### config.mk
export PLATFORM = sky130hd
export DESIGN_NAME = annexb_access_unit_splitter_flat
export DESIGN_NICKNAME = d
export VERILOG_FILES = /design/src/hdl/aus_pkg.sv /design/src/hdl/aus_if.sv /design/src/hdl/annexb_access_unit_splitter.sv /design/src/hdl/aus_parse.sv /design/src/flat_wrapper.sv
export SDC_FILE = /design/constraint.sdc
export NUM_CORES = 1
export LEC_CHECK = 0
export BUFFER_PORTS_ARGS = -buffer_cell sky130_fd_sc_hd__buf_2
export CORE_MARGIN = 4
export CORE_UTILIZATION = 55
export CTS_CLUSTER_DIAMETER = 50
export DETAILED_ROUTE_END_ITERATION = 12
export PLACE_DENSITY = 0.75
export SYNTH_ARGS = -nofsm -noshare
export SYNTH_HDL_FRONTEND = slang
export SYNTH_SLANG_ARGS = --single-unit
### constraint.sdc
create_clock -name clk -period 21.6 [get_ports clk]
set_clock_uncertainty 0.15 [all_clocks]
set_input_delay 3.24 -clock clk [delete_from_list [all_inputs] [get_ports clk]]
set_output_delay 3.24 -clock clk [all_outputs]
set_load 0.02 [all_outputs]
### src/hdl/aus_pkg.sv
// ----------------------------------------------------------------------------
// aus_pkg
// Shared types and constants of the Annex-B access unit splitter.
// ----------------------------------------------------------------------------
package aus_pkg;

  // default width of the internal byte offset counter
  localparam int unsigned OFFSET_BITS_DEF = 32;

  // width of the reported offsets
  localparam int unsigned UNIT_OFF_BITS = 32;

  // nal header rules
  localparam logic [4:0] H264_TYPE_MASK  = 5'h1F;
  localparam logic [5:0] H265_TYPE_MASK  = 6'h3F;
  localparam logic [5:0] H265_SLICE_LAST = 6'd31;
  localparam logic [4:0] H264_SLICE_LAST = 5'd5;
  localparam logic [4:0] H264_SLICE_FIRST = 5'd1;

  // start code bytes
  localparam logic [7:0] SC_ZERO_BYTE = 8'h00;
  localparam logic [7:0] SC_ONE_BYTE  = 8'h01;

  // zero run saturates here
  localparam logic [1:0] ZERO_RUN_MAX = 2'd2;

  // output queue depth
  localparam logic [1:0] OUTQ_DEPTH = 2'd2;

  // one result item
  typedef struct packed {
    logic [UNIT_OFF_BITS-1:0] unit_begin_offset;
    logic [UNIT_OFF_BITS-1:0] unit_end_offset;
    logic                     final_unit;
    logic                     offset_overflow;
  } aus_unit_t;

  // results of one stream byte, handed from the parser to the output side
  typedef struct packed {
    logic      close_valid;
    aus_unit_t close_unit;
    logic      final_valid;
    aus_unit_t final_unit;
  } aus_step_res_t;

endpackage

### src/hdl/aus_if.sv
// ----------------------------------------------------------------------------
// aus channel interfaces
// Valid/ready channels for stream bytes, access units and configuration.
// ----------------------------------------------------------------------------
interface aus_byte_if;
  logic       valid;
  logic       ready;
  logic [7:0] byte_value;
  logic       end_of_stream;

  modport source (output valid, output byte_value, output end_of_stream, input ready);
  modport sink (input valid, input byte_value, input end_of_stream, output ready);
endinterface

interface aus_unit_if;
  logic        valid;
  logic        ready;
  logic [31:0] unit_begin_offset;
  logic [31:0] unit_end_offset;
  logic        final_unit;
  logic        offset_overflow;

  modport source (output valid, output unit_begin_offset, output unit_end_offset,
                  output final_unit, output offset_overflow, input ready);
  modport sink (input valid, input unit_begin_offset, input unit_end_offset,
                input final_unit, input offset_overflow, output ready);
endinterface

interface aus_cfg_if;
  logic valid;
  logic ready;
  logic codec_is_h265;

  modport source (output valid, output codec_is_h265, input ready);
  modport sink (input valid, input codec_is_h265, output ready);
endinterface

### src/hdl/annexb_access_unit_splitter.sv
// ----------------------------------------------------------------------------
// annexb_access_unit_splitter
// Splits an Annex-B H.264/H.265 byte stream into access unit byte ranges.
// ----------------------------------------------------------------------------
// usage
//   stream : one elementary stream byte per request, end_of_stream on the
//            last byte of a stream; the next byte starts a new stream at 0
//   unit   : one access unit range per request (begin, end, final flag,
//            offset saturation flag), in stream order
//   cfg    : writes codec_is_h265 (0 = H.264, 1 = H.265); always ready,
//            write only while the block is idle
// timing
//   a byte is held in the input register and parsed combinationally there;
//   its results are written into the output queue as it leaves, and unit
//   shows the queue head; throughput is one byte per clock while the output
//   queue has room; a byte that yields two units (a closed unit plus the
//   final unit) needs two free slots in the two-entry output queue, so it
//   waits in the input register until the queue has drained
// reset and stall
//   rst clears the parser state, the queues and the codec register (H.264)
//   when unit stalls, the output queue fills, bytes back up in the input
//   register and stream.ready drops; nothing is dropped or repeated
// ----------------------------------------------------------------------------
module annexb_access_unit_splitter
  import aus_pkg::*;
#(
  parameter int unsigned OFFSET_BITS = OFFSET_BITS_DEF
) (
  input logic  clk,
  input logic  rst,
  aus_byte_if.sink   stream,
  aus_unit_if.source unit,
  aus_cfg_if.sink    cfg
);

  // configuration register
  logic codec_is_h265;

  // input register
  logic       in_full;
  logic [7:0] in_byte;
  logic       in_eos;

  // output queue, head in q0
  aus_unit_t  q0;
  aus_unit_t  q1;
  logic [1:0] q_cnt;

  aus_unit_t  q0_next;
  aus_unit_t  q1_next;
  logic [1:0] q_cnt_next;

  aus_step_res_t res;
  aus_unit_t     r0;
  aus_unit_t     r1;
  logic          pop;
  logic          fire;
  logic [1:0]    need;
  logic [1:0]    cnt_after;
  logic [2:0]    fill_after;
  aus_unit_t     head_after;

  assign cfg.ready = 1'b1;

  always_ff @(posedge clk) begin
    if (rst) begin
      codec_is_h265 <= 1'b0;
    end else if (cfg.valid) begin
      codec_is_h265 <= cfg.codec_is_h265;
    end
  end

  // parser sees the held byte; state advances only when it fires
  aus_parse #(
    .OFFSET_BITS (OFFSET_BITS)
  ) u_parse (
    .clk           (clk),
    .rst           (rst),
    .codec_is_h265 (codec_is_h265),
    .fire          (fire),
    .byte_value    (in_byte),
    .end_of_stream (in_eos),
    .res           (res)
  );

  // results of this byte and the room they need
  assign need       = {1'b0, res.close_valid} + {1'b0, res.final_valid};
  assign pop        = unit.valid && unit.ready;
  assign cnt_after  = q_cnt - {1'b0, pop};
  assign fill_after = {1'b0, cnt_after} + {1'b0, need};
  assign fire       = in_full && (fill_after <= {1'b0, OUTQ_DEPTH});

  // input register takes a new request when empty or being drained
  assign stream.ready = !in_full || fire;

  always_ff @(posedge clk) begin
    if (rst) begin
      in_full <= 1'b0;
    end else if (stream.ready) begin
      in_full <= stream.valid;
    end
  end

  always_ff @(posedge clk) begin
    if (stream.valid && stream.ready) begin
      in_byte <= stream.byte_value;
      in_eos  <= stream.end_of_stream;
    end
  end

  // pack new results: a closed unit leads, the final unit follows
  always_comb begin
    r0 = res.close_valid ? res.close_unit : res.final_unit;
    r1 = res.final_unit;
    head_after = pop ? q1 : q0;

    if (fire) begin
      case (cnt_after)
        2'd0: begin
          q0_next = r0;
          q1_next = r1;
        end
        2'd1: begin
          q0_next = head_after;
          q1_next = r0;
        end
        default: begin
          q0_next = head_after;
          q1_next = q1;
        end
      endcase
      q_cnt_next = cnt_after + need;
    end else begin
      q0_next    = head_after;
      q1_next    = q1;
      q_cnt_next = cnt_after;
    end
  end

  always_ff @(posedge clk) begin
    if (rst) begin
      q_cnt <= '0;
    end else begin
      q_cnt <= q_cnt_next;
    end
  end

  always_ff @(posedge clk) begin
    q0 <= q0_next;
    q1 <= q1_next;
  end

  assign unit.valid             = (q_cnt != 2'd0);
  assign unit.unit_begin_offset = q0.unit_begin_offset;
  assign unit.unit_end_offset   = q0.unit_end_offset;
  assign unit.final_unit        = q0.final_unit;
  assign unit.offset_overflow   = q0.offset_overflow;

endmodule

### src/hdl/aus_parse.sv
// ----------------------------------------------------------------------------
// aus_parse
// Start code detection, nal classification and access unit bookkeeping.
// ----------------------------------------------------------------------------
module aus_parse
  import aus_pkg::*;
#(
  parameter int unsigned OFFSET_BITS = OFFSET_BITS_DEF
) (
  input  logic          clk,
  input  logic          rst,
  input  logic          codec_is_h265,
  input  logic          fire,
  input  logic [7:0]    byte_value,
  input  logic          end_of_stream,
  output aus_step_res_t res
);

  localparam logic [OFFSET_BITS-1:0] OFF_MAX = '1;
  localparam logic [OFFSET_BITS-1:0] BACK2   = OFFSET_BITS'(2);
  localparam logic [OFFSET_BITS-1:0] BACK3   = OFFSET_BITS'(3);

  logic [1:0]             zero_run;
  logic                   header_pending;
  logic [OFFSET_BITS-1:0] byte_position;
  logic [OFFSET_BITS-1:0] open_unit_start;
  logic                   open_unit_has_slice;
  logic                   start_code_seen;
  logic                   position_saturated;

  logic [1:0]             zero_run_next;
  logic                   header_pending_next;
  logic [OFFSET_BITS-1:0] byte_position_next;
  logic [OFFSET_BITS-1:0] open_unit_start_next;
  logic                   open_unit_has_slice_next;
  logic                   start_code_seen_next;
  logic                   position_saturated_next;

  logic                   sat_now;
  logic                   is_slice;
  logic                   slice_hdr;
  logic                   closes;
  logic                   sc_found;
  logic [OFFSET_BITS-1:0] sc_off;
  logic [OFFSET_BITS-1:0] first_off;
  logic [OFFSET_BITS-1:0] start_mid;
  logic [OFFSET_BITS-1:0] start_end;
  logic [OFFSET_BITS-1:0] end_off;
  logic [4:0]             t264;
  logic [5:0]             t265;

  always_comb begin
    t264 = byte_value[4:0] & H264_TYPE_MASK;
    t265 = byte_value[6:1] & H265_TYPE_MASK;
    if (codec_is_h265) begin
      is_slice = (t265 <= H265_SLICE_LAST);
    end else begin
      is_slice = (t264 >= H264_SLICE_FIRST) && (t264 <= H264_SLICE_LAST);
    end

    sat_now   = position_saturated || (byte_position == OFF_MAX);
    slice_hdr = header_pending && is_slice;
    closes    = slice_hdr && open_unit_has_slice;
    sc_off    = (byte_position >= BACK3) ? (byte_position - BACK3) : '0;
    first_off = (byte_position >= BACK2) ? (byte_position - BACK2) : '0;
    start_mid = closes ? sc_off : open_unit_start;

    sc_found  = (byte_value == SC_ONE_BYTE) && (zero_run >= ZERO_RUN_MAX);
    start_end = (sc_found && !start_code_seen) ? first_off : start_mid;

    end_off = (byte_position == OFF_MAX) ? OFF_MAX : (byte_position + 1'b1);

    // closed unit comes first, final unit second
    res.close_valid                  = closes;
    res.close_unit.unit_begin_offset = UNIT_OFF_BITS'(open_unit_start);
    res.close_unit.unit_end_offset   = UNIT_OFF_BITS'(sc_off);
    res.close_unit.final_unit        = 1'b0;
    res.close_unit.offset_overflow   = sat_now;

    res.final_valid                  = end_of_stream && (start_code_seen || sc_found);
    res.final_unit.unit_begin_offset = UNIT_OFF_BITS'(start_end);
    res.final_unit.unit_end_offset   = UNIT_OFF_BITS'(end_off);
    res.final_unit.final_unit        = 1'b1;
    res.final_unit.offset_overflow   = sat_now;

    if (byte_value == SC_ZERO_BYTE) begin
      zero_run_next = (zero_run < ZERO_RUN_MAX) ? (zero_run + 1'b1) : zero_run;
    end else begin
      zero_run_next = '0;
    end
    header_pending_next      = sc_found;
    byte_position_next       = end_off;
    open_unit_start_next     = start_end;
    open_unit_has_slice_next = open_unit_has_slice || slice_hdr;
    start_code_seen_next     = start_code_seen || sc_found;
    position_saturated_next  = sat_now;

    // end of stream returns everything to the idle stream state
    if (end_of_stream) begin
      zero_run_next            = '0;
      header_pending_next      = 1'b0;
      byte_position_next       = '0;
      open_unit_start_next     = '0;
      open_unit_has_slice_next = 1'b0;
      start_code_seen_next     = 1'b0;
      position_saturated_next  = 1'b0;
    end
  end

  always_ff @(posedge clk) begin
    if (rst) begin
      zero_run            <= '0;
      header_pending      <= 1'b0;
      byte_position       <= '0;
      open_unit_start     <= '0;
      open_unit_has_slice <= 1'b0;
      start_code_seen     <= 1'b0;
      position_saturated  <= 1'b0;
    end else if (fire) begin
      zero_run            <= zero_run_next;
      header_pending      <= header_pending_next;
      byte_position       <= byte_position_next;
      open_unit_start     <= open_unit_start_next;
      open_unit_has_slice <= open_unit_has_slice_next;
      start_code_seen     <= start_code_seen_next;
      position_saturated  <= position_saturated_next;
    end
  end

endmodule
### src/flat_wrapper.sv
// flat-port wrapper written by rule: the top's interface ports become plain ports
module annexb_access_unit_splitter_flat import aus_pkg::*;
#(
  parameter int unsigned OFFSET_BITS = OFFSET_BITS_DEF
)
  (clk, rst, stream_valid, stream_byte_value, stream_end_of_stream, stream_ready, unit_valid, unit_unit_begin_offset, unit_unit_end_offset, unit_final_unit, unit_offset_overflow, unit_ready, cfg_valid, cfg_codec_is_h265, cfg_ready);
  aus_byte_if stream_i ();
  aus_unit_if unit_i ();
  aus_cfg_if cfg_i ();
  input logic clk;
  input logic rst;
  input wire logic [$bits(stream_i.valid)-1:0] stream_valid;
  input wire logic [$bits(stream_i.byte_value)-1:0] stream_byte_value;
  input wire logic [$bits(stream_i.end_of_stream)-1:0] stream_end_of_stream;
  output wire logic [$bits(stream_i.ready)-1:0] stream_ready;
  output wire logic [$bits(unit_i.valid)-1:0] unit_valid;
  output wire logic [$bits(unit_i.unit_begin_offset)-1:0] unit_unit_begin_offset;
  output wire logic [$bits(unit_i.unit_end_offset)-1:0] unit_unit_end_offset;
  output wire logic [$bits(unit_i.final_unit)-1:0] unit_final_unit;
  output wire logic [$bits(unit_i.offset_overflow)-1:0] unit_offset_overflow;
  input wire logic [$bits(unit_i.ready)-1:0] unit_ready;
  input wire logic [$bits(cfg_i.valid)-1:0] cfg_valid;
  input wire logic [$bits(cfg_i.codec_is_h265)-1:0] cfg_codec_is_h265;
  output wire logic [$bits(cfg_i.ready)-1:0] cfg_ready;
  assign stream_i.valid = stream_valid;
  assign stream_i.byte_value = stream_byte_value;
  assign stream_i.end_of_stream = stream_end_of_stream;
  assign stream_ready = stream_i.ready;
  assign unit_valid = unit_i.valid;
  assign unit_unit_begin_offset = unit_i.unit_begin_offset;
  assign unit_unit_end_offset = unit_i.unit_end_offset;
  assign unit_final_unit = unit_i.final_unit;
  assign unit_offset_overflow = unit_i.offset_overflow;
  assign unit_i.ready = unit_ready;
  assign cfg_i.valid = cfg_valid;
  assign cfg_i.codec_is_h265 = cfg_codec_is_h265;
  assign cfg_ready = cfg_i.ready;
  annexb_access_unit_splitter #(.OFFSET_BITS(OFFSET_BITS)) u_core (.clk(clk), .rst(rst), .stream(stream_i), .unit(unit_i), .cfg(cfg_i));
endmodule
==> flow_metrics.py <==
metrics = {
    "yosys": {
        "yosys_register_bits": 215,
        "synth-xor-area-share_pct": 5.206,
        "postSynthCellCount": 1350,
        "synth_area_leaders": "dfxtp_1 (24%), edfxtp_1 (20%), nand2_1 (7.3%), nor2_1 (3.8%), a21oi_1 (3.6%)",
        "syn_avg_cell_area_sq_um": 8.475,
        "yosysMostFrequentCell": "nand2_1",
        "muxShareOfSynthArea_pct": 2.308,
        "async_reset_ff_share_pct": 0,
        "synthFlopType": "dfxtp_1",
        "synth_simple_gate_area_share_pct": 20.30,
        "synth_top_area_share_pct": 24.50,
        "synth_compound_gate_area_share_pct": 22.00,
        "ys_warn_count": 0,
        "syn_nets": 1375,
        "synth_top_family_by_area": "compound AO/OA/AOI/OAI gates",
        "synth_cell_types": 67,
        "synth_fa_ha_area_share_pct": 1.159,
        "yosysTopAreaCell": "dfxtp_1",
        "yosys-top-cells-count": "nand2_1 (221), dfxtp_1 (140), nor2_1 (115)",
        "yosysSeqAreaShare_pct": 44.18,
        "synth-edff-count": 75,
        "synth_area_sq_um": 11440,
    },
    "die": {
        "die_w_um": 152.2,
        "row_count": 52,
        "ios": 84,
        "initial_utilization_pct": 56.18,
        "chipHeight_um": 152.2,
        "dieArea_sq_um": 23170,
        "core_sq_um": 20360,
    },
    "power_and_ir_drop": {
        "comb_power_share_pct": 25.6,
        "swShare_pct": 33.18,
        "peakVddDrop_mv": 0.1050,
        "p_int_w": 0.0009133,
        "leakage_nw": 5.113,
        "seqPwrFrac_pct": 39.8,
        "p_sw_w": 0.0004535,
        "power_density_nw_per_um2": 106.0,
        "clockPowerShare_pct": 34.6,
    },
    "clocking": {
        "clk_pin_slew_worst_paths_ns": 0.06,
        "cts.htree.levels": 1,
        "cts_buffer_depth": 3,
        "cts-hold-fix-buffers": 0,
        "cts_tree": "yes",
        "cts_buffers": 28,
        "post_cts_resized": 0,
        "clkLatencyLatePin_ns": 0.54,
        "cts_setup_buffers": 0,
        "cts.sinks": 215,
        "cts_root_buffer": "clkbuf_16",
    },
    "detailed_routing": {
        "drtPass1Iterations": 6,
        "vias": 10540,
        "via_per_inst": 6.353,
        "antenna_left": 0,
        "drcViolationCount": 0,
        "first_iter_violations": 1087,
        "finalWirelength_mm": 33.99,
        "wire_per_inst_um": 20.49,
    },
    "critical_path": {
        "cp_common_cell": "buf_2",
        "rrSetupSlack_ns": 16.23,
        "cp_slowest_stage_delay_ns": 0.55,
        "critPathKind": "input port to output pin",
        "critPathMaxFanout": 55,
        "worstPathCellList": "buf_2 -> nand2_2 -> buf_4 -> inv_2 -> ha_1 -> xor2_1 -> inv_1 -> fa_1 -> o21ai_0 -> nand2_1 -> buf_2",
        "crit_path_top_delay_cell": "fa_1",
        "critPathRequiredTime_ns": 18.21,
        "cp-start-kind": "input port",
        "cp.arrival_ns": 6.03,
        "cp-end-kind": "output pin",
    },
    "finish": {
        "diodes": 0,
        "utilization_pct": 63.29,
        "num-fill-cells": 1764,
        "fin_nets": 1392,
        "synthToLayoutAreaGrowth_pct": 12.65,
        "drive_above_1_share_pct": 12.96,
        "seq_area_sq_um": 5055,
        "multi_input_area_sq_um": 5871,
        "instances_no_fill": 1659,
    },
    "sta": {
        "grt_setup_unrepaired": "no",
        "setup_viol": 0,
        "max_clock_freq_mhz": 106.2,
        "period_needed_ns": 9.417,
        "fin_setup_tns_ns": 0,
        "worst_pin_slew_ns": 1.274,
        "drv_slew": 0,
        "final.period_utilization_pct": 43.60,
        "finalHoldViolCount": 0,
        "slew_headroom_pct": 14.60,
    },
    "global_routing": {
        "grt_pass1_vias": 10030,
        "grt_pass1_wl_mm": 54.36,
        "antenna_found_initial": 0,
        "grt_start_max_net_pins": 67,
        "grt_use_met2_pct": 47.29,
        "met1_usage_pct": 37.34,
        "grt_overflow_total": 0,
        "grt-busiest-layer": "met2",
        "grtUsageMet3_pct": 3.863,
        "grt_usage_pct": 28.37,
    },
    "run": {
        "drv_cap": 0,
    },
    "run_status": {
        "outcome": "finished, final reports clean",
    },
    "placement": {
        "gp_congestion": 0.9466,
        "dp_cells": 1607,
        "dp_hpwl_mm": 22.17,
        "port-buffer-count": 82,
    },
    "min_path": {
        "hold_class": "register to register",
    },
}
==> worst max-delay path: cells and delay by family <==
kind,cells,cell delay (ns)
XOR/XNOR,1,0.52
adder cells (fa/ha/maj),2,0.76
AO/OA/AOI/OAI,1,0.32
AND/OR/NAND/NOR,2,0.15
buffers and inverters,5,1.03
==> sequential cells by signal, summed over array words and instances (netlist names), 2 cells and up <==
name	flops
u_core.q_cnt	2
u_core.u_parse.byte_position	32
u_core.unit.unit_end_offset	32
u_core.q1	66
u_core.in_byte	8
u_core.unit.unit_begin_offset	32
u_core.u_parse.open_unit_start	32
u_core.u_parse.zero_run	2
==> final timing paths <==
kind	start	end	cells past startpoint
setup / recovery	unit_ready	stream_ready	11
hold / removal	u_core.unit.offset_overflow	u_core.unit.offset_overflow	2
setup reg to reg	u_core.in_byte[1]	u_core.unit.unit_begin_offset[27]	15
hold reg to reg	u_core.unit.offset_overflow	u_core.unit.offset_overflow	2
==> stage by stage <==
stage / hold WS (ns) / setup slack [ns] / area (sq um) / total power [W]
after global routing: 0.3469 / 11.91 / 12890 / 0.001433
after detailed placement: 0.3069 / 12.16 / 11920 / 0.0009017
after floorplan: 0.2793 / 11.97 / 11440 / 0.0007840
after global placement: 0.2903 / 12.30 / 11920 / 0.0008946
final: 0.3224 / 12.18 / 12890 / 0.001367
after CTS: 0.3275 / 12.14 / 12890 / 0.001377
==> layout make-up <==
class,count,share of cell area (%)
Tap cell,270,2.621
Clock buffer,38,6.213
Inverter,22,0.6407
Clock inverter,14,1.291
Timing Repair Buffer,104,4.466
Multi-Input combinational cell,996,45.55
Sequential cell,215,39.22
==> layout by cell type, fill, tap and decap left out, drive strengths merged, types with 9 or more instances in the layout <==
master	netlist	layout
ha	9	9
a22o	41	41
buf	29	104
a31oi	38	38
xor2	29	29
mux2i	23	23
nor4	17	17
inv	21	24
nand2	221	221
o21ai	79	79
nand3	23	23
a221oi	13	13
clkbuf	88	38
dfxtp	140	140
nor3	54	54
a22oi	27	27
xnor2	39	39
and3	21	21
o22ai	29	29
a21oi	83	83
nand4	13	13
a211oi	22	22
or3	12	12
edfxtp	75	75
nor2	115	115
==> cells by family after synthesis <==
group,count (synthesis)
AOI/OAI and AO/OA,385
xor gates and xnor gates,68
adders and majority gates,10
buffers and inverters,139
DFF,215
muxes,26
other,1
and+or+nand+nor,506
==> power by group through the flow <==
| stage | Sequential, W | Clock (W) | Combinational [W] |
|---|---|---|---|
| floorplan | 0.000627 | 0 | 0.000157 |
| global placement | 0.000551 | 0 | 0.000344 |
| detailed placement | 0.000552 | 0 | 0.000350 |
| CTS | 0.000544 | 0.000479 | 0.000354 |
| global route | 0.000553 | 0.000498 | 0.000381 |
| finish | 0.000544 | 0.000473 | 0.000350 |
==> per-layer routing <==
layer / part of all wire, % / wire, um / up-vias
met5: 0 / 0 / -
met4: 5.0 / 1683 / 0
met3: 8.2 / 2772 / 119
met2: 47 / 15840 / 535
met1: 40 / 13690 / 4929
li1: - / - / 4957
Power figures use the tool's default switching activity.
